File: src/rtl/bsb_pkg.sv
package bsb_pkg;

    localparam int MAX_VERTICES = 1024;
    localparam int AW           = $clog2(MAX_VERTICES);
    localparam int CNTW         = AW + 1;
    localparam int DIR_COUNT    = 13;
    localparam int DIRW         = $clog2(DIR_COUNT);

    localparam int CW   = 16;
    localparam int VW   = 3 * CW;
    localparam int PJW  = 19;
    localparam int SUMW = CW + 1;
    localparam int OW   = 24;
    localparam int CTW  = 25;
    localparam int PDW  = 26;
    localparam int MW   = 27;
    localparam int ACCW = 50;
    localparam int RW   = 26;

    localparam int SQW      = 50;
    localparam int SQ_STEPS = SQW / 2;
    localparam int SQ_REMW  = SQ_STEPS + 2;

    localparam int NW  = 50;
    localparam int DVW = RW + 1;
    localparam int QW  = 25;

    localparam logic [1:0] DIR_POS = 2'b01;
    localparam logic [1:0] DIR_NEG = 2'b11;

    typedef struct packed {
        logic           start;
        logic [SQW-1:0] radicand;
    } sqrt_req_t;

    typedef struct packed {
        logic          done;
        logic [RW-1:0] root;
    } sqrt_rsp_t;

    typedef struct packed {
        logic           start;
        logic [NW-1:0]  dividend;
        logic [DVW-1:0] divisor;
    } div_req_t;

    typedef struct packed {
        logic          done;
        logic [QW-1:0] quotient;
    } div_rsp_t;

    // direction components packed as {z, y, x}
    function automatic logic [5:0] dir_vec(input logic [DIRW-1:0] j);
        logic [5:0] v;
        case (j)
            4'd0:    v = {2'b00, 2'b00, DIR_POS};
            4'd1:    v = {2'b00, DIR_POS, 2'b00};
            4'd2:    v = {DIR_POS, 2'b00, 2'b00};
            4'd3:    v = {2'b00, DIR_POS, DIR_POS};
            4'd4:    v = {DIR_POS, 2'b00, DIR_POS};
            4'd5:    v = {DIR_POS, DIR_POS, 2'b00};
            4'd6:    v = {2'b00, DIR_NEG, DIR_POS};
            4'd7:    v = {DIR_NEG, 2'b00, DIR_POS};
            4'd8:    v = {DIR_NEG, DIR_POS, 2'b00};
            4'd9:    v = {DIR_POS, DIR_POS, DIR_POS};
            4'd10:   v = {DIR_POS, DIR_NEG, DIR_POS};
            4'd11:   v = {DIR_NEG, DIR_POS, DIR_POS};
            4'd12:   v = {DIR_NEG, DIR_NEG, DIR_POS};
            default: v = '0;
        endcase
        return v;
    endfunction

endpackage

File: src/rtl/bsb_div.sv
module bsb_div import bsb_pkg::*; (
    input  logic     clk,
    input  logic     rst_n,
    input  div_req_t req,
    output div_rsp_t rsp
);

    localparam int CNT_W = $clog2(QW + 1);

    logic             busy_reg, busy_next;
    logic             done_reg, done_next;
    logic [CNT_W-1:0] cnt_reg, cnt_next;
    logic [QW-1:0]    num_reg, num_next;
    logic [DVW-1:0]   rem_reg, rem_next;
    logic [DVW-1:0]   den_reg, den_next;
    logic [QW-1:0]    quo_reg, quo_next;

    logic [DVW:0]     rs;

    always_comb
    begin
        rs        = {rem_reg, num_reg[QW-1]};
        busy_next = busy_reg;
        done_next = 1'b0;
        cnt_next  = cnt_reg;
        num_next  = num_reg;
        rem_next  = rem_reg;
        den_next  = den_reg;
        quo_next  = quo_reg;
        if (req.start)
        begin
            busy_next = 1'b1;
            cnt_next  = CNT_W'(QW);
            num_next  = req.dividend[QW-1:0];
            rem_next  = DVW'(req.dividend[NW-1:QW]);
            den_next  = req.divisor;
            quo_next  = '0;
        end
        else if (busy_reg)
        begin
            num_next = {num_reg[QW-2:0], 1'b0};
            cnt_next = cnt_reg - CNT_W'(1);
            if (rs >= {1'b0, den_reg})
            begin
                rem_next = DVW'(rs - {1'b0, den_reg});
                quo_next = {quo_reg[QW-2:0], 1'b1};
            end
            else
            begin
                rem_next = DVW'(rs);
                quo_next = {quo_reg[QW-2:0], 1'b0};
            end
            if (cnt_reg == CNT_W'(1))
            begin
                busy_next = 1'b0;
                done_next = 1'b1;
            end
        end
    end

    always_ff @(posedge clk or negedge rst_n)
    begin
        if (!rst_n)
        begin
            busy_reg <= 1'b0;
            done_reg <= 1'b0;
            cnt_reg  <= '0;
        end
        else
        begin
            busy_reg <= busy_next;
            done_reg <= done_next;
            cnt_reg  <= cnt_next;
        end
    end

    always_ff @(posedge clk)
    begin
        num_reg <= num_next;
        rem_reg <= rem_next;
        den_reg <= den_next;
        quo_reg <= quo_next;
    end

    assign rsp.done     = done_reg;
    assign rsp.quotient = quo_reg;

endmodule

File: config.mk
export PLATFORM = sky130hd
export DESIGN_NAME = bsb_div
export DESIGN_NICKNAME = d
export VERILOG_FILES = /design/src/rtl/bsb_pkg.sv /design/src/rtl/bsb_div.sv
export SDC_FILE = /design/constraint.sdc
export NUM_CORES = 1
export LEC_CHECK = 0
export ABC_AREA = 0
export CAP_MARGIN = 30
export CORE_ASPECT_RATIO = 1.1
export CORE_UTILIZATION = 35
export CTS_BUF_LIST = sky130_fd_sc_hd__clkbuf_16
export DETAILED_ROUTE_END_ITERATION = 10
export DONT_BUFFER_PORTS = 1
export GPL_TIMING_DRIVEN = 0
export HOLD_SLACK_MARGIN = 0.1
export PLACE_DENSITY = 0.5
export SYNTH_ARGS = -nofsm -noshare
export SYNTH_HDL_FRONTEND = slang
export SYNTH_SLANG_ARGS = --single-unit
File: constraint.sdc
create_clock -name clk -period 3.55 [get_ports clk]
set_input_delay 0.8875 -clock clk [delete_from_list [all_inputs] [get_ports clk]]
set_output_delay 0.8875 -clock clk [all_outputs]
set_load 0.02 [all_outputs]
==> impl_results.md, run 1 <==
* Post-synth top area share at 0.381
* Final hold vios at 0
* Synth Area in Simple Gates at 0.132
* Cell with the most instances after synthesis: edfxtp_1
* Drt total wl at 14,700 um
* Global-route wire length before repair at around 23,000 um
* CP required at approximately 3700 ps
* Initial Util at 0.357
* Worst-Margin Slew at a little over 700 ps
* Seq/Total Area, Yosys at 0.498
* Worst setup margin at 234 ps
* Normalized max-slew margin at 0.519
* Final Net Count at between 600 and 700
* Comb pwr share at 0.442
* Pleak at roughly 2.8 nW
* Core ar. at 17,000 um2
* Worst-Skew Late Latency at 370 ps
* Placed inst area at about 6400 um2
* Drt via density at around 5.2
* Synth Area in XOR/XNOR at 0.0375
* Clock Path Buffers at 2
* Sequential Power Share at 0.349
* Drt first pass iters at 5
* Mapped Cells at 550
* Seq cells post-synth at about 110
* GPL Wtd Cong at ~0.91
* Max Fclk at a little over 300 MHz
* Final ANT Viol Nets at 0
* Synth Flop Type: edfxtp_1
* Setup repair bufs after CTS at 0
* Final HPWL DP at around 11,000 um
* Sw Share at 0.389
* Root Buffer: clkbuf_16
* DRC Markers at 0
* Clock slew at reported path FFs at 80 ps
* Synth top cells by count: 77 x edfxtp_1, 52 x nor2_1, 37 x nand2_1
* Share of cells above drive strength 1 at 0.115
* Crit Path Category: flip-flop to flip-flop
* Cell Count, Final, Fillers Out at 799
* Pint at about 3.1 mW
* Die Height at ~140 um
* Clock Skews at around 11 ps
* CP endpoint kind: flip-flop
* Cells after DPL at 785
* Mapped Nets at between 600 and 700
* Vias in the first global route at 4,252
* Largest fanout on the critical path at 19
* Hold_ws at 203 ps
* Total power at roughly 5 mW
* FFs w/ async S/R, synth at 0.0631
* Cells on worst reg2reg path at 12
* CP arrival at approximately 3400 ps
* Area Growth Syn to Fin at 10.8%
* Slew Viols, Final at 0
* Worst vdd ir at approximately 0.3 mV
* Initial drt markers at about 230
* Adder-Cell Fraction of Synth Area at 0.0630
* Multiplexer share of the synthesized area at 0.0960
* Sw Pwr at ~2 mW
* Die width at around 130 um
* Total clock sinks at approximately 110
* CTS tree: done
* Final min period at ~3300 ps
* Power per cell area at approximately 770 nW/um2
* Diode count at 0
* Via count at between 4,000 and 5,000
* Outcome: finished clean
* Setup Viol. Count Final at 0
* Number of H-tree levels at 3
* Post-synth EDFFs at just under 80
* Initial antenna violation count at 0
* Mean Syn Cell Area at 11.0 um2
* Post-route cell area at ~6700 um2
* Yosys cell types at 58
* Dominant cell type by area after synthesis: edfxtp_1
* Num rows at 50
* Synth Cell Area at about 6100 um2
* Startpoint types: flip-flop
* Post-synthesis compound-gate area fraction at 0.130
* Clock group share of total power at 0.209
* Yosys warns at 0
* Pre-CTS setup slack at between 30 and 40 ps
* Largest net degree at the start of global routing at 38
* Cts bufs inserted at 9
* Io pins at ~110
* Hold Path Class: primary input to asynchronous set/reset pin
* Total Routing Usage GR at 0.170
* # fillers at approximately 1,700
* Gr ovfl total at 0
* Wire length per cell at 18.4 um
* Largest family of logic cells by synthesized area: simple AND/OR/NAND/NOR gates
* Post-Route Setup TNS at 0 ps
* Final Cycle Share at 0.934
* Cts hold-fix bufs at 0
* RSZ-0062 raised after global routing: no
* Max-Cap Viols at 0
* Top cells by area in the synthesized netlist: edfxtp_1 38%, dfxtp_1 8.9%, ha_1 6.0%, mux2_2 4.8%, mux2i_1 4.8%
* Final Util at 0.396
* DIE AREA at approximately 18,000 um2
* Port-buffer cells at 0
[per-layer routing]
metal	wire length [um]	track usage	vias to the layer above
met5	0	0	-
met3	785	0.0435	20
met4	252	0.0681	0
met2	6940	0.281	102
li1	-	-	2037
met1	6720	0.211	2029
[repair_timing]
action | 4_1_cts | 5_1_grt
setup endpoints to repair | 1 | 12
gates resized for setup | 0 | 9
hold endpoints to repair | 0 | 0
pin swaps | 0 | 1
[cells in the final DEF (no fill, tap or decap), types with 8 or more instances in the layout]
master / synthesis / final
a21o_1: 13 / 13
a21oi_1: 18 / 18
a221o_1: 8 / 8
clkbuf_1: 14 / 13
clkbuf_16: 0 / 10
dfxtp_1: 27 / 27
edfxtp_1: 77 / 77
ha_1: 29 / 29
inv_1: 34 / 34
mux2_2: 26 / 26
mux2i_1: 29 / 29
nand2_1: 37 / 37
nand2b_1: 8 / 8
nand3b_1: 15 / 15
nor2_1: 52 / 52
nor3_1: 10 / 10
o21ai_0: 20 / 20
o311ai_1: 15 / 15
xnor2_1: 14 / 14
xor2_1: 12 / 12
[path summary, 6_finish.rpt]
path / from / endpoint / slack, ps
max: rem_reg[8] / rem_reg[1] / 230
min: rst_n / done_reg / 200
max reg2reg: rem_reg[8] / rem_reg[1] / 230
min reg2reg: rem_reg[26] / rem_reg[26] / 520
max in group asynchronous: rst_n / cnt_reg[0] / 3280
min in group clk: rem_reg[26] / rem_reg[26] / 520
[cell families after synthesis]
kind of cell | after synthesis
AND/OR/NAND/NOR | 158
flip-flops | 111
AO/OA/AOI/OAI | 106
buffers and inverters | 64
multiplexers | 55
adder cells (fa/ha/maj) | 30
XOR/XNOR | 26
[power by group through the flow]
stage,Sequential [mW],Combinational [mW],Clock (mW)
final,1.80,2.28,1.08
after global routing,1.83,2.49,1.16
after CTS,1.80,2.20,1.11
after detailed placement,1.82,2.21,0
after global placement,1.82,2.18,0
after floorplan,1.78,1.72,0
[critical path, cell delays in order, from the launching register on]
cell and delay, ps:
edfxtp_1 400, ha_1 300, buf_2 180, nand4_2 160, or3_1 400, a31oi_2 240
nor2_4 80, o31ai_4 360, o31ai_2 130, a31o_4 260, buf_12 170, mux2i_1 120
mux2_2 260
[cell type report]
cell class,count,area (um2),area share
Sequential cell,111,3030,0.450
Tap cell,234,293,0.0435
Timing Repair Buffer,1,20.0,0.00297
Inverter,34,128,0.0190
Clock buffer,10,250,0.0372
Clock inverter,6,67.6,0.0100
Buffer,28,135,0.0201
Multi-Input combinational cell,375,2810,0.418
Note: power is estimated with default switching activity, not from simulation.
==> inputs of run 2 (changes only) <==
==> constraint.sdc (replaced) <==
create_clock -name clk -period 3.5 [get_ports clk]
set_input_delay 0.875 -clock clk [delete_from_list [all_inputs] [get_ports clk]]
set_output_delay 0.875 -clock clk [all_outputs]
set_load 0.02 [all_outputs]
==> impl_results.md, run 2 (synthesized netlist as in run 1, its figures left out) <==
* Worst-Skew Late Latency at 370 ps (about the same)
* Total clock sinks at 111 (unchanged)
* Startpoint types: flip-flop
* Core ar. at 17,000 um2 (unchanged)
* RSZ-0062 raised after global routing: no
* Clock Path Buffers at 2 (unchanged)
* Initial Util at 0.357 (unchanged)
* Cells after DPL at 785 (unchanged)
* CTS tree: done
* Placed inst area at 6390 um2 (unchanged)
* Most frequent cells in the layout: 77 x edfxtp_1, 52 x nor2_1, 37 x nand2_1
* GPL Wtd Cong at 0.909 (unchanged)
* Final Net Count at 672 (+0.30%)
* Cts hold-fix bufs at 0 (unchanged)
* Slew Viols, Final at 0 (unchanged)
* Largest fanout on the critical path at 10 (-9)
* FF+latch area at 3030 um2 (unchanged)
* DRC Markers at 0 (unchanged)
* Largest net degree at the start of global routing at 38 (unchanged)
* Port-buffer cells at 0 (unchanged)
* Root Buffer: clkbuf_16
* Post-route cell area at 6740 um2 (+0.13%)
* Io pins at 106 (unchanged)
* Worst vdd ir at 0.304 mV (+4.2%)
* Max-Cap Viols at 0 (unchanged)
* Hold_ws at 190 ps (-12.8 ps)
* Cell Count, Final, Fillers Out at 801 (+0.25%)
* Num rows at 50 (unchanged)
* Gr ovfl total at 0 (unchanged)
* Crit Path Category: flip-flop to flip-flop
* Max Fclk at 301 MHz (-0.13%)
* Final HPWL DP at 10,600 um (unchanged)
* Via count at 4,218 (+0.72%)
* Setup Viol. Count Final at 0 (unchanged)
* Hold Path Class: primary input to asynchronous set/reset pin
* Final Cycle Share at 0.949 (+0.0146)
* Cts bufs inserted at 9 (unchanged)
* Pleak at 2.81 nW (+0.34%)
* Final ANT Viol Nets at 0 (unchanged)
* Outcome: finished clean
* Drt via density at 5.27 (+0.46%)
* Die Height at 140 um (unchanged)
* Clock Skews at 10.0 ps (-1.41 ps)
* Die width at 128 um (unchanged)
* Normalized max-slew margin at 0.515 (-0.00323)
* Multi-input combinational cell area at 2800 um2 (-0.31%)
* Worst setup margin at 180 ps (-54.3 ps)
* Total power at 5.26 mW (+2.1%)
* Worst-Margin Slew at 727 ps (+4.84 ps)
* CP endpoint kind: flip-flop
* DIE AREA at 17,900 um2 (unchanged)
* Drt total wl at 14,800 um (+0.85%)
* Final min period at 3320 ps (+4.32 ps)
* Vias in the first global route at 4,271 (+0.45%)
* Wire length per cell at 18.5 um (+0.60%)
* CP required at 3580 ps (-90 ps)
* CP arrival at 3400 ps (-40 ps)
* Pre-CTS setup slack at -14.3 ps (-50.0 ps)
* Area Growth Syn to Fin at 11.0%
* # fillers at 1,702 (+0.059%)
* Diode count at 0 (unchanged)
* Most common cell after layout, fill and taps aside: edfxtp_1
* Initial drt markers at 256 (+12%)
* Number of H-tree levels at 3 (unchanged)
* Drt first pass iters at 5 (unchanged)
* Power per cell area at 780 nW/um2 (+2.0%)
* Global-route wire length before repair at 23,200 um (+0.66%)
* Share of cells above drive strength 1 at 0.120 (+0.00489)
* Total Routing Usage GR at 0.171 (+0.00140)
* Initial antenna violation count at 0 (unchanged)
* Clock slew at reported path FFs at 80 ps (about the same)
* Final hold vios at 0 (unchanged)
==> run 2: worst paths after layout <==
path	start	end	slack [ps]	cells after the start
hold reg to reg	rem_reg[26]	rem_reg[26]	510	2
setup reg to reg	rem_reg[8]	rem_reg[8]	180	13
hold / removal	rst_n	done_reg	190	0
max in group asynchronous	rst_n	cnt_reg[0]	3240	0
min in group clk	rem_reg[26]	rem_reg[26]	510	2
setup / recovery	rem_reg[8]	rem_reg[8]	180	13
==> run 2: power breakdown <==
group	internal [mW]	leakage [nW]	switching [mW]
registers	1.69	1.10	0.137
clock network	0.549	0.155	0.542
logic	0.975	1.56	1.37
total	3.21	2.81	2.05
==> run 2: stage by stage <==
stage	util	setup TNS (ps)
floorplan	-	0
global placement	0.374	0
detailed placement	0.375	-14.3
CTS	0.394	0
global route	0.396	0
finish	0.396	0
==> run 2: critical path: stages (launching register included) <==
cell	delay, ps
edfxtp_1	400
ha_1	300
buf_2	180
nand4_2	160
or3_1	400
a31oi_2	240
nor2_4	80
o31ai_4	310
o31ai_2	110
a31o_2	260
buf_8	170
buf_6	170
nand3b_1	100
o311ai_1	140
==> run 2: layout make-up <==
class,instances,share of cell area
multi-input combinational,375,0.416
timing repair buffer,3,0.00520
buffer,28,0.0204
clock buffer,10,0.0371
sequential,111,0.449
inverter,34,0.0189
clock inverter,6,0.0100
tap,234,0.0434
==> run 2: metal layers <==
metal / global-route usage / wire [um]
met5: 0 / 0
met4: 0.0700 / 274
met3: 0.0443 / 866
met2: 0.282 / 6980
met1: 0.214 / 6710
==> run 2: timing repair <==
item	4_1_cts	5_1_grt
resized for setup	1	8
gates cloned	0	0
endpoints found under the setup margin	3	23
pin swaps	0	1
setup buffers	0	2
