`config.mk`:
```
export PLATFORM = sky130hd
export DESIGN_NAME = bsb_sqrt
export DESIGN_NICKNAME = d
export VERILOG_FILES = /design/src/rtl/bsb_pkg.sv /design/src/rtl/bsb_sqrt.sv
export SDC_FILE = /design/constraint.sdc
export NUM_CORES = 1
export LEC_CHECK = 0
export BUFFER_PORTS_ARGS = -buffer_cell sky130_fd_sc_hd__buf_2
export CORE_MARGIN = 2
export CORE_UTILIZATION = 30
export CTS_CLUSTER_DIAMETER = 150
export CTS_CLUSTER_SIZE = 16
export DETAILED_ROUTE_END_ITERATION = 10
export HOLD_SLACK_MARGIN = 0.12
export PLACE_DENSITY_LB_ADDON = 0.05
export SYNTH_ARGS = -nofsm -noshare
export SYNTH_HDL_FRONTEND = slang
export SYNTH_SLANG_ARGS = --single-unit
```
`constraint.sdc`:
```
create_clock -name clk -period 2.6 [get_ports clk]
set_input_delay 0 -clock clk [delete_from_list [all_inputs] [get_ports clk]]
set_output_delay 0 -clock clk [all_outputs]
set_load 0.01 [all_outputs]
```
`src/rtl/bsb_pkg.sv`:
```
package bsb_pkg;

    localparam int MAX_VERTICES = 1024;
    localparam int AW           = $clog2(MAX_VERTICES);
    localparam int CNTW         = AW + 1;
    localparam int DIR_COUNT    = 13;
    localparam int DIRW         = $clog2(DIR_COUNT);

    localparam int CW   = 16;
    localparam int VW   = 3 * CW;
    localparam int PJW  = 19;
    localparam int SUMW = CW + 1;
    localparam int OW   = 24;
    localparam int CTW  = 25;
    localparam int PDW  = 26;
    localparam int MW   = 27;
    localparam int ACCW = 50;
    localparam int RW   = 26;

    localparam int SQW      = 50;
    localparam int SQ_STEPS = SQW / 2;
    localparam int SQ_REMW  = SQ_STEPS + 2;

    localparam int NW  = 50;
    localparam int DVW = RW + 1;
    localparam int QW  = 25;

    localparam logic [1:0] DIR_POS = 2'b01;
    localparam logic [1:0] DIR_NEG = 2'b11;

    typedef struct packed {
        logic           start;
        logic [SQW-1:0] radicand;
    } sqrt_req_t;

    typedef struct packed {
        logic          done;
        logic [RW-1:0] root;
    } sqrt_rsp_t;

    typedef struct packed {
        logic           start;
        logic [NW-1:0]  dividend;
        logic [DVW-1:0] divisor;
    } div_req_t;

    typedef struct packed {
        logic          done;
        logic [QW-1:0] quotient;
    } div_rsp_t;

    // direction components packed as {z, y, x}
    function automatic logic [5:0] dir_vec(input logic [DIRW-1:0] j);
        logic [5:0] v;
        case (j)
            4'd0:    v = {2'b00, 2'b00, DIR_POS};
            4'd1:    v = {2'b00, DIR_POS, 2'b00};
            4'd2:    v = {DIR_POS, 2'b00, 2'b00};
            4'd3:    v = {2'b00, DIR_POS, DIR_POS};
            4'd4:    v = {DIR_POS, 2'b00, DIR_POS};
            4'd5:    v = {DIR_POS, DIR_POS, 2'b00};
            4'd6:    v = {2'b00, DIR_NEG, DIR_POS};
            4'd7:    v = {DIR_NEG, 2'b00, DIR_POS};
            4'd8:    v = {DIR_NEG, DIR_POS, 2'b00};
            4'd9:    v = {DIR_POS, DIR_POS, DIR_POS};
            4'd10:   v = {DIR_POS, DIR_NEG, DIR_POS};
            4'd11:   v = {DIR_NEG, DIR_POS, DIR_POS};
            4'd12:   v = {DIR_NEG, DIR_NEG, DIR_POS};
            default: v = '0;
        endcase
        return v;
    endfunction

endpackage

```
`src/rtl/bsb_sqrt.sv`:
```
module bsb_sqrt import bsb_pkg::*; (
    input  logic      clk,
    input  logic      rst_n,
    input  sqrt_req_t req,
    output sqrt_rsp_t rsp
);

    localparam int CNT_W = $clog2(SQ_STEPS + 1);

    logic                busy_reg, busy_next;
    logic                done_reg, done_next;
    logic [CNT_W-1:0]    cnt_reg, cnt_next;
    logic [SQW-1:0]      rad_reg, rad_next;
    logic [SQ_REMW-1:0]  rem_reg, rem_next;
    logic [SQ_STEPS-1:0] root_reg, root_next;

    logic [SQ_REMW+1:0]  rem_sh;
    logic [SQ_REMW+1:0]  trial;

    always_comb
    begin
        rem_sh    = {rem_reg, rad_reg[SQW-1 -: 2]};
        trial     = {2'b00, root_reg, 2'b01};
        busy_next = busy_reg;
        done_next = 1'b0;
        cnt_next  = cnt_reg;
        rad_next  = rad_reg;
        rem_next  = rem_reg;
        root_next = root_reg;
        if (req.start)
        begin
            busy_next = 1'b1;
            cnt_next  = CNT_W'(SQ_STEPS);
            rad_next  = req.radicand;
            rem_next  = '0;
            root_next = '0;
        end
        else if (busy_reg)
        begin
            rad_next = {rad_reg[SQW-3:0], 2'b00};
            cnt_next = cnt_reg - CNT_W'(1);
            if (rem_sh >= trial)
            begin
                rem_next  = SQ_REMW'(rem_sh - trial);
                root_next = {root_reg[SQ_STEPS-2:0], 1'b1};
            end
            else
            begin
                rem_next  = SQ_REMW'(rem_sh);
                root_next = {root_reg[SQ_STEPS-2:0], 1'b0};
            end
            if (cnt_reg == CNT_W'(1))
            begin
                busy_next = 1'b0;
                done_next = 1'b1;
            end
        end
    end

    always_ff @(posedge clk or negedge rst_n)
    begin
        if (!rst_n)
        begin
            busy_reg <= 1'b0;
            done_reg <= 1'b0;
            cnt_reg  <= '0;
        end
        else
        begin
            busy_reg <= busy_next;
            done_reg <= done_next;
            cnt_reg  <= cnt_next;
        end
    end

    always_ff @(posedge clk)
    begin
        rad_reg  <= rad_next;
        rem_reg  <= rem_next;
        root_reg <= root_next;
    end

    // rounded up
    assign rsp.done = done_reg;
    assign rsp.root = RW'(root_reg) + RW'(rem_reg != '0);

endmodule

```
==> metrics.csv, run 1 <==
stage,metric,value,unit
outcome,outcome,completed,
global_route,GRT Util Overall,16.9,%
place,placed insts,1101,
synth,Synth Cell Area,6790,um2
routing,drt first pass iters,5,
worst_setup_path,Crit path depth,10,
timing,share of the clock period used by the worst path,96.2,%
clocking,clk_lat worst skew,370,ps
power_and_ir_drop,PD cells,1010,nW/um2
clocking,Root Driver,clkbuf_16,
clocking,Bufs on Longest Clock Path,2,
global_route,initial antenna violation count,0,
timing,Rel. slew slack,46.5,%
synth,Gate Count Post-Synth,711,
job,max_cap viols,0,
routing,Detail Route Antenna Nets,0,
place,Detailed Place HPWL,14.2,mm
floorplanning,Die ar.,23900,um2
finish,# diodes,0,
routing,Post-Route WL,19.9,mm
finish,Non-Filler Instances,1180,
worst_setup_path,r2r endpoint,rem_reg[10]$_SDFFE_PP0P_,
synth,mean post-synth cell area,9.55,um2
finish,Post-layout nets,974,
synth,Syn. warnings,0,
worst_setup_path,Buf/Inv on CP,2,
timing,Fin Hold WS,209,ps
clocking,CTS tree,done,
floorplanning,Die H,154,um
global_route,global-route wire length before repair,32.1,mm
clocking,CTS sink cnt,109,
timing,Worst-Margin Slew,802,ps
power_and_ir_drop,leak pwr,3.82,nW
synth,prevailing post-synth register cell,dfxtp_1,
synth,syn nets,795,
finish,fraction of layout cells with a size suffix above 1,33.5,%
floorplanning,row cnt,55,
synth,Synth Register Bits,109,
worst_setup_path,R2R Setup Slk,100,ps
timing,max frequency,400,MHz
floorplanning,Core ar.,22400,um2
timing,number of setup violations in the final report,0,
worst_setup_path,max incr delay on CP,520,ps
finish,max FFs per register,50,
timing,RSZ-0062 raised after global routing,true,
routing,vias per inst,5.07,
place,gpl congestion,0.845,
place,Port Buf Inserts,79,
worst_setup_path,Critical Path RT,2870,ps
worst_setup_path,r2r worst-path depth,10,
global_route,number of global-route vias before repair,6022,
timing,skew final,14.1,ps
timing,Final Max Slew Viols,0,
timing,Final Hold Viols,0,
global_route,largest net degree at the start of global routing,115,
power_and_ir_drop,Max IR drop VDD,0.367,mV
floorplanning,# IOs,80,
synth,fraction of registers with async set/reset,6.42,%
worst_setup_path,"slowest stage cell, crit path",edfxtp_1,
clocking,TritonCTS Buffers,9,
worst_setup_path,worst setup path endpoint,rem_reg[10]$_SDFFE_PP0P_,
worst_setup_path,WS Path Type,reg2reg,
floorplanning,initial core utilization,30.3,%
timing,fin crit period,2500,ps
min_path,Min-Delay Path Class,in2reg,
worst_setup_path,WP data arrival,2770,ps
floorplanning,Die X,154,um
worst_setup_path,Crit. End Element,flop,
global_route,grt ovf,0,
worst_setup_path,Setup crit start,rad_reg[48]$_DFFE_PP_,
synth,"EDFF count, synth",50,
min_path,Worst Hold Launch,req[50],
routing,Iter 0 DRT Violations,309,
place,pre-CTS setup slack,-94.9,ps
worst_setup_path,Crit Path Max Fanout,4,
synth,sequential area share after synthesis,40.0,%
routing,average wire per standard cell,16.9,um
finish,Layout area overhead,36.3,%
worst_setup_path,CP top delay family,compound AO/OA/AOI/OAI gates,
timing,PnR worst setup slack,98.3,ps
clocking,CTS H-Tree Depth,3,
routing,drc violations,0,
worst_setup_path,CP cell instances,"inv_2, ha_1, nor2b_1, o31a_1, buf_4, o211ai_1, a21boi_0, o21a_1, a211o_1, a311oi_1",
worst_setup_path,reg2reg start,rad_reg[48]$_DFFE_PP_,
worst_setup_path,crit path launch type,flop,
clocking,clock transition at the registers of the reported paths,100,ps
synth,number of library cell types mapped by synthesis,67,
routing,via count,5983,
==> stage by stage <==
step	setup TNS (ps)	power [mW]	instance area, um2	utilization (%)
finish	0	9.34	9260	41.3
floorplan	0	5.49	6790	-
global placement	-1030	7.21	7940	35.4
detailed placement	-1270	7.22	7940	35.4
global route	-241	10.0	9260	41.3
CTS	-1.80	8.99	8920	39.8
==> what timing repair did <==
| item | CTS | global route |
|---|---|---|
| resized for setup | 31 | 64 |
| buffers inserted | 1 | 10 |
| setup endpoints to repair | 49 | 42 |
| hold buffers | 52 | 0 |
| pin swaps | 9 | 30 |
| hold endpoints to repair | 57 | 0 |
==> power breakdown <==
part	internal [mW]	switching (mW)	total, mW
sequential	2.11	0.314	2.42
combinational	2.60	2.79	5.39
clock	0.716	0.809	1.53
total	5.42	3.91	9.34
==> cell families after synthesis <==
| family | synth area share [%] |
|---|---|
| XOR/XNOR | 5.16 |
| flip-flops | 40.0 |
| buffers and inverters | 5.08 |
| AO/OA/AOI/OAI | 16.3 |
| multiplexers | 11.5 |
| AND/OR/NAND/NOR | 16.2 |
| adder cells (fa/ha/maj) | 5.71 |
==> final cells by class <==
cell class / instances / area (um2)
Inverter: 38 / 143
Fill cell: 2260 / 13200
Clock inverter: 7 / 96.3
Sequential cell: 109 / 2750
Timing Repair Buffer: 213 / 1620
Tap cell: 285 / 357
Clock buffer: 9 / 225
Multi-Input combinational cell: 519 / 4060
==> worst min-delay path by stage <==
stage / end / slack (ps) / cells past startpoint
floorplan: busy_reg$_DFF_PN0_ / -300 / 0
finish: cnt_reg[2]$_DFFE_PN0P_ / 210 / 3
global route: root_reg[1]$_SDFFE_PP0P_ / 240 / 3
CTS: root_reg[1]$_SDFFE_PP0P_ / 210 / 3
global placement: cnt_reg[0]$_DFFE_PN0P_ / -160 / 1
detailed placement: cnt_reg[0]$_DFFE_PN0P_ / -160 / 1
==> synthesized netlist by cell type, types with 8 or more instances <==
master	n	area share, %
a21o_1	16	1.8
a21oi_1	27	2.0
a311oi_1	18	2.3
a31oi_1	8	0.74
clkbuf_1	35	1.9
dfxtp_1	52	15
edfxtp_1	50	22
ha_1	31	5.7
inv_1	37	2.0
mux2_2	48	8.0
mux2i_1	24	3.5
nand2_1	34	1.9
nand3_1	34	2.5
nand4_1	10	0.92
nor2_1	69	3.8
nor3_1	17	1.3
nor4_1	11	1.0
o211ai_1	10	1.1
o21ai_0	30	2.2
or3_1	8	0.74
xnor2_1	30	3.9
xor2_1	10	1.3
==> worst register-to-register path: stages (launching register included) <==
cell	delay (ps)
edfxtp_1	520
inv_2	100
ha_1	190
nor2b_1	70
o31a_1	330
buf_4	170
o211ai_1	180
a21boi_0	150
o21a_1	190
a211o_1	260
a311oi_1	240
==> placed cells by master, fill, tap and decap left out, types with 5 or more instances in the layout <==
cell / count
xor2_1: 10
a31oi_1: 8
a21o_1: 15
nand2_1: 33
dfxtp_2: 12
buf_4: 71
mux2i_1: 24
nor4_4: 5
nand4_1: 10
or3_1: 8
edfxtp_1: 50
ha_4: 12
o211ai_1: 10
a311oi_1: 18
buf_12: 5
dlygate4sd3_1: 52
xnor2_1: 29
o21ai_0: 23
nor4_1: 6
nand2b_1: 6
nor3_1: 16
mux2_2: 48
nor2_1: 64
o21a_1: 7
buf_2: 78
inv_1: 33
buf_6: 7
dfxtp_1: 36
ha_2: 5
nand3_1: 33
a21oi_1: 26
dfrtp_1: 6
o21ai_1: 8
ha_1: 14
nor3b_1: 5
clkbuf_16: 9
==> metal layers <==
| layer | wire (um) | track usage, % | vias up |
|---|---|---|---|
| met5 | 0 | 0 | - |
| met4 | 322 | 4.59 | 0 |
| met3 | 612 | 2.75 | 19 |
| met2 | 9850 | 30.1 | 126 |
| met1 | 9160 | 21.2 | 2854 |
| li1 | - | - | 2984 |
Power figures use the tool's default switching activity.
==> inputs of run 2 (changes only) <==
Settings changed: REMOVE_ABC_BUFFERS set to 1.
==> metrics.csv, run 2 (synthesis results as in run 1) <==
stage,metric,value,unit
min_path,Hold Path Depth,2,
worst_setup_path,crit path launch type,flop,
clocking,clk_lat worst skew,360,ps
floorplanning,Core ar.,22400,um2
global_route,largest net degree at the start of global routing,73,
global_route,global-route wire length before repair,32.6,mm
power_and_ir_drop,Gate power share,60.3,%
finish,Layout area overhead,38.1,%
global_route,number of global-route vias before repair,6174,
worst_setup_path,Crit. End Element,output port,
job,max_cap viols,0,
power_and_ir_drop,leak pwr,4.00,nW
timing,Fin Hold WS,159,ps
timing,PnR worst setup slack,-116,ps
finish,"commonest non-fill, non-tap cells in the layout","buf_4 (88), buf_2 (77), nor2_1 (64)",
timing,share of the clock period used by the worst path,104,%
global_route,GRT Util Overall,17.2,%
power_and_ir_drop,switching part of the total,41.5,%
routing,average wire per standard cell,16.9,um
routing,Iter 0 DRT Violations,245,
finish,Post-Layout Inst Area,9380,um2
power_and_ir_drop,switching pwr,3.91,mW
worst_setup_path,WS Path Type,reg2out,
floorplanning,Die H,154,um
finish,Non-Filler Instances,1200,
finish,"commonest non-fill, non-tap cell in the layout",buf_4,
finish,max FFs per register,50,
floorplanning,# IOs,80,
timing,Rel. slew slack,58.7,%
finish,area of the multi-input gates,4040,um2
clocking,clock transition at the registers of the reported paths,90,ps
power_and_ir_drop,Clk pwr share,14.9,%
timing,fin crit period,2720,ps
power_and_ir_drop,P_int,5.51,mW
floorplanning,initial core utilization,30.3,%
worst_setup_path,Crit Path Max Fanout,5,
finish,FF/Latch Area,2730,um2
timing,RSZ-0062 raised after global routing,true,
min_path,Min-Delay Path Class,in2reg,
worst_setup_path,r2r worst-path depth,11,
timing,Final TNS setup,-727,ps
power_and_ir_drop,total power,9.42,mW
power_and_ir_drop,Max IR drop VDD,0.387,mV
worst_setup_path,Critical Path RT,2600,ps
power_and_ir_drop,PD cells,1000,nW/um2
worst_setup_path,WP data arrival,2720,ps
finish,fill count,2213,
floorplanning,row cnt,55,
routing,Detail Route Antenna Nets,0,
timing,Worst-Margin Slew,616,ps
timing,Final Max Slew Viols,0,
floorplanning,Die ar.,23900,um2
place,Detailed Place HPWL,15.0,mm
timing,skew final,10.9,ps
clocking,TritonCTS Buffers,9,
outcome,failing checks,setup timing,
clocking,CTS sink cnt,109,
timing,number of setup violations in the final report,14,
finish,# diodes,0,
routing,Post-Route WL,20.3,mm
clocking,CTS tree,done,
timing,max frequency,368,MHz
routing,vias per inst,5.04,
floorplanning,Die X,154,um
finish,fraction of layout cells with a size suffix above 1,34.0,%
power_and_ir_drop,sequential share of power,24.8,%
place,placed insts,1126,
clocking,Bufs on Longest Clock Path,2,
routing,drt first pass iters,4,
global_route,initial antenna violation count,0,
global_route,grt ovf,0,
finish,Post-layout nets,994,
routing,via count,6043,
place,Port Buf Inserts,79,
clocking,Root Driver,clkbuf_16,
outcome,outcome,"finished, violations left",
timing,Final Hold Viols,0,
place,gpl congestion,0.875,
clocking,CTS H-Tree Depth,3,
place,DP Area,8180,um2
routing,drc violations,0,
[run 2: per-stage QoR]
stage                     setup slack (ps)  utilization [%]
after floorplan                       -643                -
after global placement                -364             36.5
after detailed placement              -331             36.5
after CTS                             -180             40.9
after global routing                  -183             41.8
final                                 -116             41.8
[run 2: per-layer routing]
layer  GRT usage [%]  wire length, um  part of all wire, %
met1            23.2             9750                   48
met2            28.3             9370                   46
met3            2.61              596                  2.9
met4            5.29              573                  2.8
met5               0                0                    0
[run 2: final timing paths]
check                                           from                  endpoint  slack [ps]
setup / recovery             rem_reg[6]$_SDFFE_PP0P_                   rsp[14]        -120
min in group asynchronous                      rst_n        done_reg$_DFF_PN0_         590
hold / removal                               req[50]    cnt_reg[2]$_DFFE_PN0P_         160
hold reg to reg               cnt_reg[4]$_DFFE_PN0P_    cnt_reg[4]$_DFFE_PN0P_         530
setup reg to reg           root_reg[12]$_SDFFE_PP0P_  rem_reg[14]$_SDFFE_PP0P_         -10
max in group asynchronous                      rst_n        busy_reg$_DFF_PN0_        1740
[run 2: repair_timing]
item	CTS	global route
gates resized for setup	32	44
pin swaps	11	25
endpoints found under the hold margin	57	0
hold buffers	52	0
setup buffers	4	2
setup endpoints to repair	32	51
[run 2: layout make-up]
type                    count  share of cell area, %
repair buffers            233                   19.5
well taps                 285                   3.80
flip-flops and latches    109                   29.1
clock buffers               9                   2.40
clock inverters             7                  0.720
multi-input cells         519                   43.1
inverters                  38                   1.52
[run 2: critical path: stages (launching register included)]
cell,delay [ps]
dfxtp_4,370
nor4_4,360
and4_1,250
nand4_1,220
ha_2,300
ha_4,160
nand4_1,80
buf_6,160
nor3_4,50
xnor2_2,220
buf_2,180
[run 2: power by group through the flow]
stage | combinational [mW] | sequential [mW] | clock [mW]
finish | 5.68 | 2.33 | 1.40
global route | 6.21 | 2.37 | 1.54
CTS | 5.41 | 2.31 | 1.47
detailed placement | 5.23 | 2.33 | 0
global placement | 5.27 | 2.34 | 0
floorplan | 3.10 | 2.27 | 0
==> inputs of run 3 (changes only) <==
Settings changed: RECOVER_POWER set to 25, SETUP_SLACK_MARGIN set to 0.02.
==> metrics.csv, run 3 (synthesis results as in run 1) <==
stage,metric,value,unit
outcome,outcome,"finished, violations left",
outcome,failing checks,setup timing,
floorplanning,Die ar.,23900,um2
worst_setup_path,R2R Setup Slk,-20,ps
routing,drt first pass iters,5,
place,DP Area,8180,um2
power_and_ir_drop,Clk pwr share,14.9,%
clocking,TritonCTS Buffers,9,
job,max_cap viols,0,
finish,max FFs per register,50,
worst_setup_path,Crit Path Max Fanout,5,
worst_setup_path,crit path launch type,flop,
clocking,CTS sink cnt,109,
clocking,Bufs on Longest Clock Path,2,
routing,Post-Route WL,20.3,mm
clocking,CTS tree,done,
global_route,global-route wire length before repair,32.6,mm
finish,"Core Util, Final",41.9,%
global_route,initial antenna violation count,0,
finish,"commonest non-fill, non-tap cells in the layout","buf_4 (87), buf_2 (76), nor2_1 (64)",
timing,max frequency,368,MHz
timing,Worst-Margin Slew,1220,ps
power_and_ir_drop,PD cells,1000,nW/um2
floorplanning,Die H,154,um
finish,fraction of layout cells with a size suffix above 1,34.3,%
global_route,number of global-route vias before repair,6173,
power_and_ir_drop,Max IR drop VDD,0.395,mV
clocking,Root Driver,clkbuf_16,
timing,fin crit period,2710,ps
finish,# diodes,0,
floorplanning,Die X,154,um
global_route,largest net degree at the start of global routing,73,
clocking,clk_lat worst skew,360,ps
timing,skew final,10.7,ps
worst_setup_path,r2r worst-path depth,11,
min_path,Hold Path Depth,3,
timing,RSZ-0062 raised after global routing,true,
finish,Post-layout nets,994,
finish,Post-Layout Inst Area,9410,um2
routing,drc violations,0,
clocking,clock transition at the registers of the reported paths,90,ps
global_route,grt ovf,0,
timing,PnR worst setup slack,-114,ps
timing,share of the clock period used by the worst path,104,%
power_and_ir_drop,Gate power share,60.3,%
worst_setup_path,WP data arrival,2710,ps
routing,Detail Route Antenna Nets,0,
clocking,CTS H-Tree Depth,3,
place,pre-CTS setup slack,-331,ps
place,Port Buf Inserts,79,
power_and_ir_drop,sequential share of power,24.8,%
power_and_ir_drop,switching part of the total,41.3,%
worst_setup_path,Critical Path RT,2600,ps
finish,"commonest non-fill, non-tap cell in the layout",buf_4,
place,gpl congestion,0.875,
floorplanning,initial core utilization,30.3,%
routing,via count,6063,
floorplanning,# IOs,80,
timing,Rel. slew slack,18.8,%
global_route,GRT Util Overall,17.2,%
place,Detailed Place HPWL,15.0,mm
finish,fill count,2207,
routing,vias per inst,5.05,
floorplanning,row cnt,55,
routing,average wire per standard cell,16.9,um
timing,Final Hold Viols,0,
finish,Layout area overhead,38.5,%
min_path,Min-Delay Path Class,in2reg,
power_and_ir_drop,leak pwr,4.00,nW
power_and_ir_drop,P_int,5.53,mW
routing,Iter 0 DRT Violations,264,
timing,Final Max Slew Viols,0,
floorplanning,Core ar.,22400,um2
power_and_ir_drop,switching pwr,3.90,mW
worst_setup_path,WS Path Type,reg2out,
worst_setup_path,Crit. End Element,output port,
timing,number of setup violations in the final report,14,
## run 3: critical path, cell delays in order, from the launching register on
cell	delay, ps
dfxtp_4	370
nor4_4	360
and4_1	260
nand4_1	220
ha_2	300
ha_4	160
nand4_1	80
buf_6	160
nor3_4	50
xnor2_2	220
buf_2	180
## run 3: layout make-up
type                       instances  area [um2]  share of cell area (%)
sequential                       109        2730                    29.0
clock inverter                     7        67.6                   0.718
inverter                          38         143                    1.52
clock buffer                       9         225                    2.39
tap                              285         357                    3.79
timing repair buffer             233        1820                    19.4
multi-input combinational        519        4060                    43.2
## run 3: power by group through the flow
stage                     clock network [mW]  registers (mW)  logic (mW)
after global routing                    1.54            2.37        6.23
final                                   1.40            2.34        5.69
after global placement                     0            2.34        5.27
after floorplan                            0            2.27        3.10
after detailed placement                   0            2.33        5.23
after CTS                               1.47            2.31        5.44
## run 3: timing repair
| action | 4_1_cts | 5_1_grt |
|---|---|---|
| resized for setup | 34 | 45 |
| pin swaps | 13 | 21 |
| endpoints found under the hold margin | 57 | 0 |
| setup endpoints to repair | 35 | 51 |
| hold buffers | 52 | 0 |
| setup buffers | 4 | 2 |
## run 3: routing by layer
| metal | track usage, % | routed length [um] |
|---|---|---|
| met5 | 0 | 0 |
| met4 | 5.29 | 535 |
| met3 | 2.61 | 623 |
| met2 | 28.3 | 9470 |
| met1 | 23.2 | 9710 |
## run 3: final timing paths
| path | from | to |
|---|---|---|
| max reg2reg | root_reg[12]$_SDFFE_PP0P_ | rem_reg[14]$_SDFFE_PP0P_ |
| max | rem_reg[6]$_SDFFE_PP0P_ | rsp[14] |
| min reg2reg | cnt_reg[4]$_DFFE_PN0P_ | cnt_reg[4]$_DFFE_PN0P_ |
| min in group asynchronous | rst_n | done_reg$_DFF_PN0_ |
| min | req[0] | rad_reg[0]$_SDFFCE_PN0P_ |
| max in group asynchronous | rst_n | busy_reg$_DFF_PN0_ |
## run 3: through the flow
step / hold slack, ps / total power, mW / setup TNS (ps) / std cells
after global routing: 458 / 10.1 / -3740 / 1200
after global placement: -155 / 7.61 / -2970 / 1126
final: 463 / 9.43 / -730 / 1200
after floorplan: -296 / 5.37 / -35370 / 666
after CTS: 154 / 9.22 / -1890 / 1198
after detailed placement: -155 / 7.56 / -2660 / 1126
